File: src/rtl/rpn_pkg.sv
// Shared constants, codes, types and helpers for the postfix evaluator.
`default_nettype none
package rpn_pkg;

   localparam int STACK_DEPTH = 16;
   localparam int FRAC_BITS   = 16;
   localparam int DATA_W      = 32;
   localparam int PTR_W       = $clog2(STACK_DEPTH);
   localparam int CNT_W       = $clog2(STACK_DEPTH + 1);
   localparam int PROD_W      = 2 * DATA_W;
   localparam int DIV_W       = DATA_W + FRAC_BITS;
   localparam int DIV_CNT_W   = $clog2(DIV_W + 1);

   localparam logic [1:0] ACT_PUSH = 2'd0;
   localparam logic [1:0] ACT_OPER = 2'd1;
   localparam logic [1:0] ACT_END  = 2'd2;

   localparam logic [1:0] OP_ADD = 2'd0;
   localparam logic [1:0] OP_SUB = 2'd1;
   localparam logic [1:0] OP_MUL = 2'd2;
   localparam logic [1:0] OP_DIV = 2'd3;

   localparam logic [2:0] ST_OK        = 3'd0;
   localparam logic [2:0] ST_UNDERFLOW = 3'd1;
   localparam logic [2:0] ST_FULL      = 3'd2;
   localparam logic [2:0] ST_DIVZERO   = 3'd3;
   localparam logic [2:0] ST_SAT       = 3'd4;
   localparam logic [2:0] ST_RESULT    = 3'd5;
   localparam logic [2:0] ST_EMPTY     = 3'd6;
   localparam logic [2:0] ST_EXTRA     = 3'd7;

   localparam logic [DATA_W-1:0] MAX_VAL = {1'b0, {(DATA_W-1){1'b1}}};
   localparam logic [DATA_W-1:0] MIN_VAL = {1'b1, {(DATA_W-1){1'b0}}};

   typedef struct packed {
      logic              sat;
      logic [DATA_W-1:0] value;
   } sat_result_type;

   // Magnitude of a two's complement value; the most negative maps to 2^31.
   function automatic logic [DATA_W-1:0] mag(input logic [DATA_W-1:0] v);
      mag = v[DATA_W-1] ? (~v + DATA_W'(1)) : v;
   endfunction

   // Sign and magnitude back to a saturated signed word.
   function automatic sat_result_type from_mag(input logic neg,
                                               input logic [PROD_W-1:0] m);
      sat_result_type r;
      r.sat   = 1'b0;
      r.value = '0;
      if (neg) begin
         if (m > PROD_W'(MIN_VAL)) begin
            r.sat   = 1'b1;
            r.value = MIN_VAL;
         end else begin
            r.value = ~m[DATA_W-1:0] + DATA_W'(1);
         end
      end else begin
         if (m > PROD_W'(MAX_VAL)) begin
            r.sat   = 1'b1;
            r.value = MAX_VAL;
         end else begin
            r.value = m[DATA_W-1:0];
         end
      end
      return r;
   endfunction

endpackage
`default_nettype wire

File: src/rtl/rpn_ram.sv
// Generic single-port-write, single-port-read RAM with registered read data.
`default_nettype none
module rpn_ram #(
   parameter int WIDTH = 32,
   parameter int DEPTH = 16
) (
   input  wire logic                     clock,
   input  wire logic                     wr_en,
   input  wire logic [$clog2(DEPTH)-1:0] wr_addr,
   input  wire logic [WIDTH-1:0]         wr_data,
   input  wire logic [$clog2(DEPTH)-1:0] rd_addr,
   output logic      [WIDTH-1:0]         rd_data
);

   logic [WIDTH-1:0] mem_ff [DEPTH];
   logic [WIDTH-1:0] rd_data_ff;

   always_ff @(posedge clock) begin
      if (wr_en) begin
         mem_ff[wr_addr] <= wr_data;
      end
      rd_data_ff <= mem_ff[rd_addr];
   end

   assign rd_data = rd_data_ff;

endmodule
`default_nettype wire

File: src/rtl/rpn_div.sv
// Restoring divider, one quotient bit per cycle: (dividend << FRAC_BITS) / divisor.
`default_nettype none
module rpn_div (
   input  wire logic                        clock,
   input  wire logic                        reset,
   input  wire logic                        start,
   input  wire logic [rpn_pkg::DATA_W-1:0]  dividend,
   input  wire logic [rpn_pkg::DATA_W-1:0]  divisor,
   output logic                             done,
   output logic      [rpn_pkg::DIV_W-1:0]   quotient
);

   logic [rpn_pkg::DIV_W-1:0]     num_ff, num_in;
   logic [rpn_pkg::DATA_W-1:0]    rem_ff, rem_in;
   logic [rpn_pkg::DATA_W-1:0]    dvs_ff, dvs_in;
   logic [rpn_pkg::DIV_CNT_W-1:0] cnt_ff, cnt_in;
   logic                          run_ff, run_in;
   logic                          done_ff, done_in;
   logic [rpn_pkg::DATA_W:0]      trial;
   logic [rpn_pkg::DATA_W:0]      diff;

   always_comb begin
      num_in  = num_ff;
      rem_in  = rem_ff;
      dvs_in  = dvs_ff;
      cnt_in  = cnt_ff;
      run_in  = run_ff;
      done_in = 1'b0;
      // remainder stays below divisor, so the shifted trial fits in 33 bits
      trial   = {rem_ff, num_ff[rpn_pkg::DIV_W-1]};
      diff    = trial - {1'b0, dvs_ff};
      if (start) begin
         num_in = rpn_pkg::DIV_W'(dividend) << rpn_pkg::FRAC_BITS;
         rem_in = '0;
         dvs_in = divisor;
         cnt_in = rpn_pkg::DIV_CNT_W'(rpn_pkg::DIV_W);
         run_in = 1'b1;
      end else if (run_ff) begin
         if (!diff[rpn_pkg::DATA_W]) begin
            rem_in = diff[rpn_pkg::DATA_W-1:0];
            num_in = {num_ff[rpn_pkg::DIV_W-2:0], 1'b1};
         end else begin
            rem_in = trial[rpn_pkg::DATA_W-1:0];
            num_in = {num_ff[rpn_pkg::DIV_W-2:0], 1'b0};
         end
         cnt_in = cnt_ff - rpn_pkg::DIV_CNT_W'(1);
         if (cnt_ff == rpn_pkg::DIV_CNT_W'(1)) begin
            run_in  = 1'b0;
            done_in = 1'b1;
         end
      end
   end

   always_ff @(posedge clock) begin
      if (reset) begin
         run_ff  <= 1'b0;
         done_ff <= 1'b0;
         cnt_ff  <= '0;
      end else begin
         run_ff  <= run_in;
         done_ff <= done_in;
         cnt_ff  <= cnt_in;
      end
      num_ff <= num_in;
      rem_ff <= rem_in;
      dvs_ff <= dvs_in;
   end

   assign done     = done_ff;
   assign quotient = num_ff;

endmodule
`default_nettype wire

File: src/rtl/rpn_stack_evaluator_top.sv
// Postfix expression evaluator: operand stack in RAM, fixed-point ALU, serial divider.
//
//  channel   ports                                          transfer when
//  request   start, busy, req_action/operand/operator       start && !busy
//  response  rsp_valid, rsp_value, rsp_status               rsp_valid (one cycle)
//
// Push, unused actions, underflow and end with zero or extra entries: response
// the cycle after the transfer, busy stays low (one item per cycle).
// End with one entry: state S_END (one stack RAM read). Add/subtract: states
// S_RHS and S_LHS, which fetch the operands by two serial reads of the single RAM
// read port; multiply adds S_MUL. Divide: S_RHS, S_LHS, then S_DIV until the
// bit-serial divider is done; divide by zero finishes in S_LHS.
// Synchronous reset empties the stack; RAM contents are not cleared.
// Responses cannot be held off by the receiver.
`default_nettype none
module rpn_stack_evaluator_top (
   input  wire logic                             clock,
   input  wire logic                             reset,
   input  wire logic                             start,
   output logic                                  busy,
   input  wire logic [1:0]                       req_action,
   input  wire logic signed [rpn_pkg::DATA_W-1:0] req_operand,
   input  wire logic [1:0]                       req_operator,
   output logic                                  rsp_valid,
   output logic signed [rpn_pkg::DATA_W-1:0]     rsp_value,
   output logic [2:0]                            rsp_status
);

   localparam logic [2:0] S_IDLE = 3'd0;
   localparam logic [2:0] S_RHS  = 3'd1;
   localparam logic [2:0] S_LHS  = 3'd2;
   localparam logic [2:0] S_MUL  = 3'd3;
   localparam logic [2:0] S_DIV  = 3'd4;
   localparam logic [2:0] S_END  = 3'd5;

   logic [2:0]                    state_ff, state_in;
   logic [rpn_pkg::CNT_W-1:0]     count_ff, count_in;
   logic [1:0]                    op_ff, op_in;
   logic [rpn_pkg::DATA_W-1:0]    rhs_ff, rhs_in;
   logic                          neg_ff, neg_in;
   logic [rpn_pkg::PROD_W-1:0]    prod_ff, prod_in;
   logic                          rsp_valid_ff, rsp_valid_in;
   logic [rpn_pkg::DATA_W-1:0]    rsp_value_ff, rsp_value_in;
   logic [2:0]                    rsp_status_ff, rsp_status_in;

   logic                          wr_en;
   logic [rpn_pkg::PTR_W-1:0]     wr_addr;
   logic [rpn_pkg::DATA_W-1:0]    wr_data;
   logic [rpn_pkg::PTR_W-1:0]     rd_addr;
   logic [rpn_pkg::DATA_W-1:0]    rd_data;

   logic                          div_start;
   logic                          div_done;
   logic [rpn_pkg::DIV_W-1:0]     div_quo;

   logic [rpn_pkg::CNT_W-1:0]     cnt_m1;
   logic [rpn_pkg::CNT_W-1:0]     cnt_m2;
   logic                          accept;
   logic [rpn_pkg::DATA_W:0]      sum;
   logic [rpn_pkg::DATA_W-1:0]    lhs_mag;
   logic [rpn_pkg::DATA_W-1:0]    rhs_mag;
   rpn_pkg::sat_result_type       fm;

   assign accept  = start && (state_ff == S_IDLE);
   assign cnt_m1  = count_ff - rpn_pkg::CNT_W'(1);
   assign cnt_m2  = count_ff - rpn_pkg::CNT_W'(2);
   assign lhs_mag = rpn_pkg::mag(rd_data);
   assign rhs_mag = rpn_pkg::mag(rhs_ff);

   always_comb begin
      state_in      = state_ff;
      count_in      = count_ff;
      op_in         = op_ff;
      rhs_in        = rhs_ff;
      neg_in        = neg_ff;
      prod_in       = prod_ff;
      rsp_valid_in  = 1'b0;
      rsp_value_in  = '0;
      rsp_status_in = rpn_pkg::ST_OK;
      wr_en         = 1'b0;
      wr_addr       = cnt_m2[rpn_pkg::PTR_W-1:0];
      wr_data       = '0;
      rd_addr       = cnt_m1[rpn_pkg::PTR_W-1:0];
      div_start     = 1'b0;
      sum           = '0;
      fm            = '0;

      case (state_ff)
         S_IDLE: begin
            if (req_action == rpn_pkg::ACT_END) begin
               rd_addr = '0;
            end
            if (accept) begin
               op_in = req_operator;
               case (req_action)
                  rpn_pkg::ACT_PUSH: begin
                     rsp_valid_in = 1'b1;
                     if (count_ff < rpn_pkg::CNT_W'(rpn_pkg::STACK_DEPTH)) begin
                        wr_en    = 1'b1;
                        wr_addr  = count_ff[rpn_pkg::PTR_W-1:0];
                        wr_data  = req_operand;
                        count_in = count_ff + rpn_pkg::CNT_W'(1);
                     end else begin
                        rsp_status_in = rpn_pkg::ST_FULL;
                     end
                  end
                  rpn_pkg::ACT_OPER: begin
                     if (count_ff < rpn_pkg::CNT_W'(2)) begin
                        rsp_valid_in  = 1'b1;
                        rsp_status_in = rpn_pkg::ST_UNDERFLOW;
                     end else begin
                        state_in = S_RHS;
                     end
                  end
                  rpn_pkg::ACT_END: begin
                     count_in = '0;
                     if (count_ff == rpn_pkg::CNT_W'(1)) begin
                        state_in = S_END;
                     end else begin
                        rsp_valid_in  = 1'b1;
                        rsp_status_in = (count_ff == '0) ? rpn_pkg::ST_EMPTY
                                                         : rpn_pkg::ST_EXTRA;
                     end
                  end
                  default: begin
                     rsp_valid_in = 1'b1;
                  end
               endcase
            end
         end

         S_END: begin
            rsp_valid_in  = 1'b1;
            rsp_status_in = rpn_pkg::ST_RESULT;
            rsp_value_in  = rd_data;
            state_in      = S_IDLE;
         end

         S_RHS: begin
            // rhs arrives now; fetch lhs one entry below
            rhs_in   = rd_data;
            rd_addr  = cnt_m2[rpn_pkg::PTR_W-1:0];
            state_in = S_LHS;
         end

         S_LHS: begin
            neg_in  = rd_data[rpn_pkg::DATA_W-1] ^ rhs_ff[rpn_pkg::DATA_W-1];
            prod_in = rpn_pkg::PROD_W'(lhs_mag) * rpn_pkg::PROD_W'(rhs_mag);
            case (op_ff)
               rpn_pkg::OP_ADD, rpn_pkg::OP_SUB: begin
                  if (op_ff == rpn_pkg::OP_ADD) begin
                     sum = {rd_data[rpn_pkg::DATA_W-1], rd_data}
                         + {rhs_ff[rpn_pkg::DATA_W-1], rhs_ff};
                  end else begin
                     sum = {rd_data[rpn_pkg::DATA_W-1], rd_data}
                         - {rhs_ff[rpn_pkg::DATA_W-1], rhs_ff};
                  end
                  wr_en        = 1'b1;
                  rsp_valid_in = 1'b1;
                  count_in     = cnt_m1;
                  state_in     = S_IDLE;
                  if (sum[rpn_pkg::DATA_W] != sum[rpn_pkg::DATA_W-1]) begin
                     wr_data       = sum[rpn_pkg::DATA_W] ? rpn_pkg::MIN_VAL
                                                          : rpn_pkg::MAX_VAL;
                     rsp_status_in = rpn_pkg::ST_SAT;
                  end else begin
                     wr_data = sum[rpn_pkg::DATA_W-1:0];
                  end
               end
               rpn_pkg::OP_MUL: begin
                  state_in = S_MUL;
               end
               default: begin
                  if (rhs_ff == '0) begin
                     wr_en         = 1'b1;
                     wr_data       = rd_data[rpn_pkg::DATA_W-1] ? rpn_pkg::MIN_VAL
                                                                : rpn_pkg::MAX_VAL;
                     rsp_valid_in  = 1'b1;
                     rsp_status_in = rpn_pkg::ST_DIVZERO;
                     count_in      = cnt_m1;
                     state_in      = S_IDLE;
                  end else begin
                     div_start = 1'b1;
                     state_in  = S_DIV;
                  end
               end
            endcase
         end

         S_MUL: begin
            fm            = rpn_pkg::from_mag(neg_ff, prod_ff >> rpn_pkg::FRAC_BITS);
            wr_en         = 1'b1;
            wr_data       = fm.value;
            rsp_valid_in  = 1'b1;
            rsp_status_in = fm.sat ? rpn_pkg::ST_SAT : rpn_pkg::ST_OK;
            count_in      = cnt_m1;
            state_in      = S_IDLE;
         end

         S_DIV: begin
            if (div_done) begin
               fm            = rpn_pkg::from_mag(neg_ff, rpn_pkg::PROD_W'(div_quo));
               wr_en         = 1'b1;
               wr_data       = fm.value;
               rsp_valid_in  = 1'b1;
               rsp_status_in = fm.sat ? rpn_pkg::ST_SAT : rpn_pkg::ST_OK;
               count_in      = cnt_m1;
               state_in      = S_IDLE;
            end
         end

         default: begin
            state_in = S_IDLE;
         end
      endcase
   end

   always_ff @(posedge clock) begin
      if (reset) begin
         state_ff     <= S_IDLE;
         count_ff     <= '0;
         rsp_valid_ff <= 1'b0;
      end else begin
         state_ff     <= state_in;
         count_ff     <= count_in;
         rsp_valid_ff <= rsp_valid_in;
      end
      op_ff         <= op_in;
      rhs_ff        <= rhs_in;
      neg_ff        <= neg_in;
      prod_ff       <= prod_in;
      rsp_value_ff  <= rsp_value_in;
      rsp_status_ff <= rsp_status_in;
   end

   rpn_ram #(
      .WIDTH (rpn_pkg::DATA_W),
      .DEPTH (rpn_pkg::STACK_DEPTH)
   ) u_stack (
      .clock   (clock),
      .wr_en   (wr_en),
      .wr_addr (wr_addr),
      .wr_data (wr_data),
      .rd_addr (rd_addr),
      .rd_data (rd_data)
   );

   rpn_div u_div (
      .clock    (clock),
      .reset    (reset),
      .start    (div_start),
      .dividend (lhs_mag),
      .divisor  (rhs_mag),
      .done     (div_done),
      .quotient (div_quo)
   );

   assign busy       = (state_ff != S_IDLE);
   assign rsp_valid  = rsp_valid_ff;
   assign rsp_value  = rsp_value_ff;
   assign rsp_status = rsp_status_ff;

endmodule
`default_nettype wire

File: config.mk
export PLATFORM = sky130hd
export DESIGN_NAME = rpn_stack_evaluator_top
export DESIGN_NICKNAME = d
export VERILOG_FILES = /design/src/rtl/rpn_pkg.sv /design/src/rtl/rpn_ram.sv /design/src/rtl/rpn_div.sv /design/src/rtl/rpn_stack_evaluator_top.sv
export SDC_FILE = /design/constraint.sdc
export NUM_CORES = 2
export LEC_CHECK = 0
export BUFFER_PORTS_ARGS = -buffer_cell sky130_fd_sc_hd__buf_4
export CAP_MARGIN = 20
export CORE_UTILIZATION = 60
export DETAILED_ROUTE_END_ITERATION = 8
export HOLD_SLACK_MARGIN = 0.03
export PLACE_DENSITY_LB_ADDON = 0.08
export SETUP_SLACK_MARGIN = 0.3
export SYNTH_ARGS = -nofsm -noshare
export SYNTH_HDL_FRONTEND = slang
export SYNTH_SLANG_ARGS = --single-unit
export TNS_END_PERCENT = 100
File: constraint.sdc
create_clock -name clock -period 17.9 [get_ports clock]
set_clock_uncertainty 0.15 [all_clocks]
set_input_delay 1.79 -clock clock [delete_from_list [all_inputs] [get_ports clock]]
set_output_delay 1.79 -clock clock [all_outputs]
set_load 0.005 [all_outputs]
==> impl_metrics.csv <==
group,metric,value,unit
status,run_status,"finished, final reports clean",
cts,clockBufferDepth,3,
setup_path,required,18.19,ns
setup_path,startpoint,"u_stack.rd_data[1]$_DFF_P_",
yosys,synth_area_leaders,"edfxtp_1 (29%), fa_1 (26%), ha_1 (6.2%)",
setup_path,crit_type,"reg -> reg",
yosys,ys.flop_type,"edfxtp_1",
setup_path,r2r_cells,35,
placed_design,gp_congestion,0.997,
cts,cts.clk_slew.worst_paths,0.06,ns
cts,clock_latency,0.72,ns
grt,grt.total_usage,38.2,%
grt,gr-total-overflow,0,
layout,drive_gt1_share,7.22,%
setup_path,arrival,12.36,ns
yosys,synth_seq_area_share,32.4,%
yosys,syn_avg_cell_area,9.92,µm²
setup_path,r2r_slack,5.82,ns
setup_path,path_max_fanout,20,
yosys,netlist_area,69300,µm²
detailed_routing,drc,0,
sta,min_period_over_period,67.5,%
setup_path,r2r_end,"prod_ff[62]$_DFFE_PP_",
detailed_routing,drt-total-wl,220000,µm
detailed_routing,drt_iter0_markers,5337,
sta,worst_pin_slew,1.17,ns
grt,grt_pass1_vias,51500,
sta,fmax,82.8,MHz
min_path,hp-class,"reg -> reg",
setup_path,r2r-start,"u_stack.rd_data[1]$_DFF_P_",
run,max_cap_viol_count,0,
floorplanning,die_h,342,µm
detailed_routing,via_per_inst,6.17,
yosys,yosysMostFrequentCell,"inv_1",
floorplanning,core,114000,µm²
yosys,syn_inst,6987,
sta,finalHoldViolations,0,
setup_path,worst_path_most_repeated_cell,"fa_1",
sta,tns,0,ns
yosys,synth.distinct_cells,87,
cts,cts_resized,0,
placed_design,dpl.hpwl,157000,µm
cts,cts_setup_buffers,0,
detailed_routing,drt_pass1_iterations,5,
grt,grt_pass1_wl,327000,µm
setup_path,start_kind,"flop",
cts,cts_tree,"done",
cts,hold_buffers,0,
placed_design,numPortBuffers,75,
cts,cts_buffers,85,
yosys,yosysWarnings,0,
setup_path,critical_path.endpoint,"prod_ff[62]$_DFFE_PP_",
cts,clk_root_buffer_cell,"clkbuf_16",
sta,rsz0062_at_grt,"false",
yosys,synth_edf_count,659,
layout,syn_to_final_growth,8.81,%
sta,finalSetupViolCount,0,
setup_path,crit_path_max_incr_delay,0.79,ns
sta,period_needed,12.08,ns
min_path,hold_start,"u_div.rem_ff[1]$_SDFFE_PP0P_",
setup_path,crit_slowest_cell,"xor2_4",
floorplanning,dieArea,117000,µm²
detailed_routing,drtAntennaViolNets,0,
floorplanning,die_w,342,µm
yosys,synthTopCellsByCount,"inv_1 (976), nand2_1 (901), fa_1 (897), nor2_1 (774), edfxtp_1 (659)",
sta,slew_headroom,21.8,%
yosys,synth_fp_nets,8264,
layout,final_nets,8216,
grt,grt_start_max_net_pins,226,
grt,antenna_found_initial,14,
yosys,synth-seq-cells,791,
sta,final-max-slew-violation-count,0,
floorplanning,ios,76,
yosys,async_reset_ff_share,0,%
yosys,yosys.area.top_type,"edfxtp_1",
floorplanning,rows,124,
floorplanning,initial_utilization,60.6,%
detailed_routing,num_vias,52600,
detailed_routing,wl_per_cell,25.8,µm
yosys,yosys.area.top_type_share,28.6,%
cts,clkSinkCount,791,
setup_path,crit_path_end_kind,"flop",
cts,htree_levels,3,
-- routing by layer --
layer	wire, µm	up-vias	global-route usage [%]
met5	97	-	0
met4	9870	12	14.8
met3	25900	514	11.0
met2	97700	2729	57.6
met1	86400	26600	52.6
li1	-	22800	-
-- worst min-delay path by stage --
stage | endpoint | slack [ns] | depth (start not counted)
6_report | u_div.rem_ff[1]$_SDFFE_PP0P_ | 0.36 | 2
5_1_grt | u_div.rem_ff[14]$_SDFFE_PP0P_ | 0.37 | 2
4_1_cts | u_div.rem_ff[5]$_SDFFE_PP0P_ | 0.36 | 2
3_5_place_dp | u_div.rem_ff[5]$_SDFFE_PP0P_ | 0.35 | 2
3_3_place_gp | u_div.cnt_ff[1]$_SDFFE_PP0P_ | 0.34 | 2
2_1_floorplan | rhs_ff[5]$_DFFE_PP_ | 0.28 | 0
-- sequential cells by signal, summed over array words and instances (netlist names), 5 cells and up --
name,cells
u_div.cnt_ff,6
prod_ff,48
rhs_ff,32
u_div.quotient,48
count_ff,5
rsp_value,32
u_stack.rd_data,32
u_div.rem_ff,32
u_stack.mem_ff,512
u_div.dvs_ff,32
-- cell usage in the layout, fill, tap and decap left out, drive strengths merged, types with 196 or more instances in the layout --
cell / instances
and2: 196
a211oi: 225
edfxtp: 659
a21oi: 263
buf: 248
fa: 897
ha: 341
nand2: 901
nor2: 774
inv: 984
-- stage by stage --
stage / std cells / util, % / worst slack, ns / instance area [µm²] / hold WS (ns)
after global routing: 8524 / 65.9 / 5.29 / 75400 / 0.373
after CTS: 8512 / 65.8 / 6.03 / 75300 / 0.358
after detailed placement: 8352 / 63.3 / 6.11 / 72300 / 0.351
after global placement: 8343 / 63.2 / 6.32 / 72200 / 0.335
final: 8530 / 65.9 / 5.82 / 75400 / 0.355
after floorplan: 6987 / - / 7.60 / 69300 / 0.281
-- kinds of logic after synthesis --
| family | share of synthesized area [%] |
|---|---|
| and+or+nand+nor | 14.0 |
| buffers and inverters | 7.53 |
| adders and majority gates | 32.1 |
| AOI/OAI and AO/OA | 9.98 |
| DFF | 32.4 |
| xor gates and xnor gates | 3.26 |
| muxes | 0.773 |
-- worst max-delay path: cells and delay by family, from the launching register on --
| kind | cells | cell delay, ns |
|---|---|---|
| compound gates | 8 | 2.70 |
| fa+ha+maj | 10 | 4.72 |
| buf+inv | 7 | 0.46 |
| xor+xnor | 2 | 0.95 |
| simple gates | 8 | 2.41 |
| flops | 1 | 0.38 |
-- final cells by class --
cell class,instances,area [µm²]
antenna,6,15.0
clock buffer,100,2220
clock inverter,60,732
fill,9199,39000
inverter,994,3730
multi-input combinational,4819,42400
sequential,791,22400
tap,1512,1890
timing repair buffer,248,1910
Power is not shown: default switching activity piles up to over one toggle a cycle in this logic, so the estimate is an artifact.
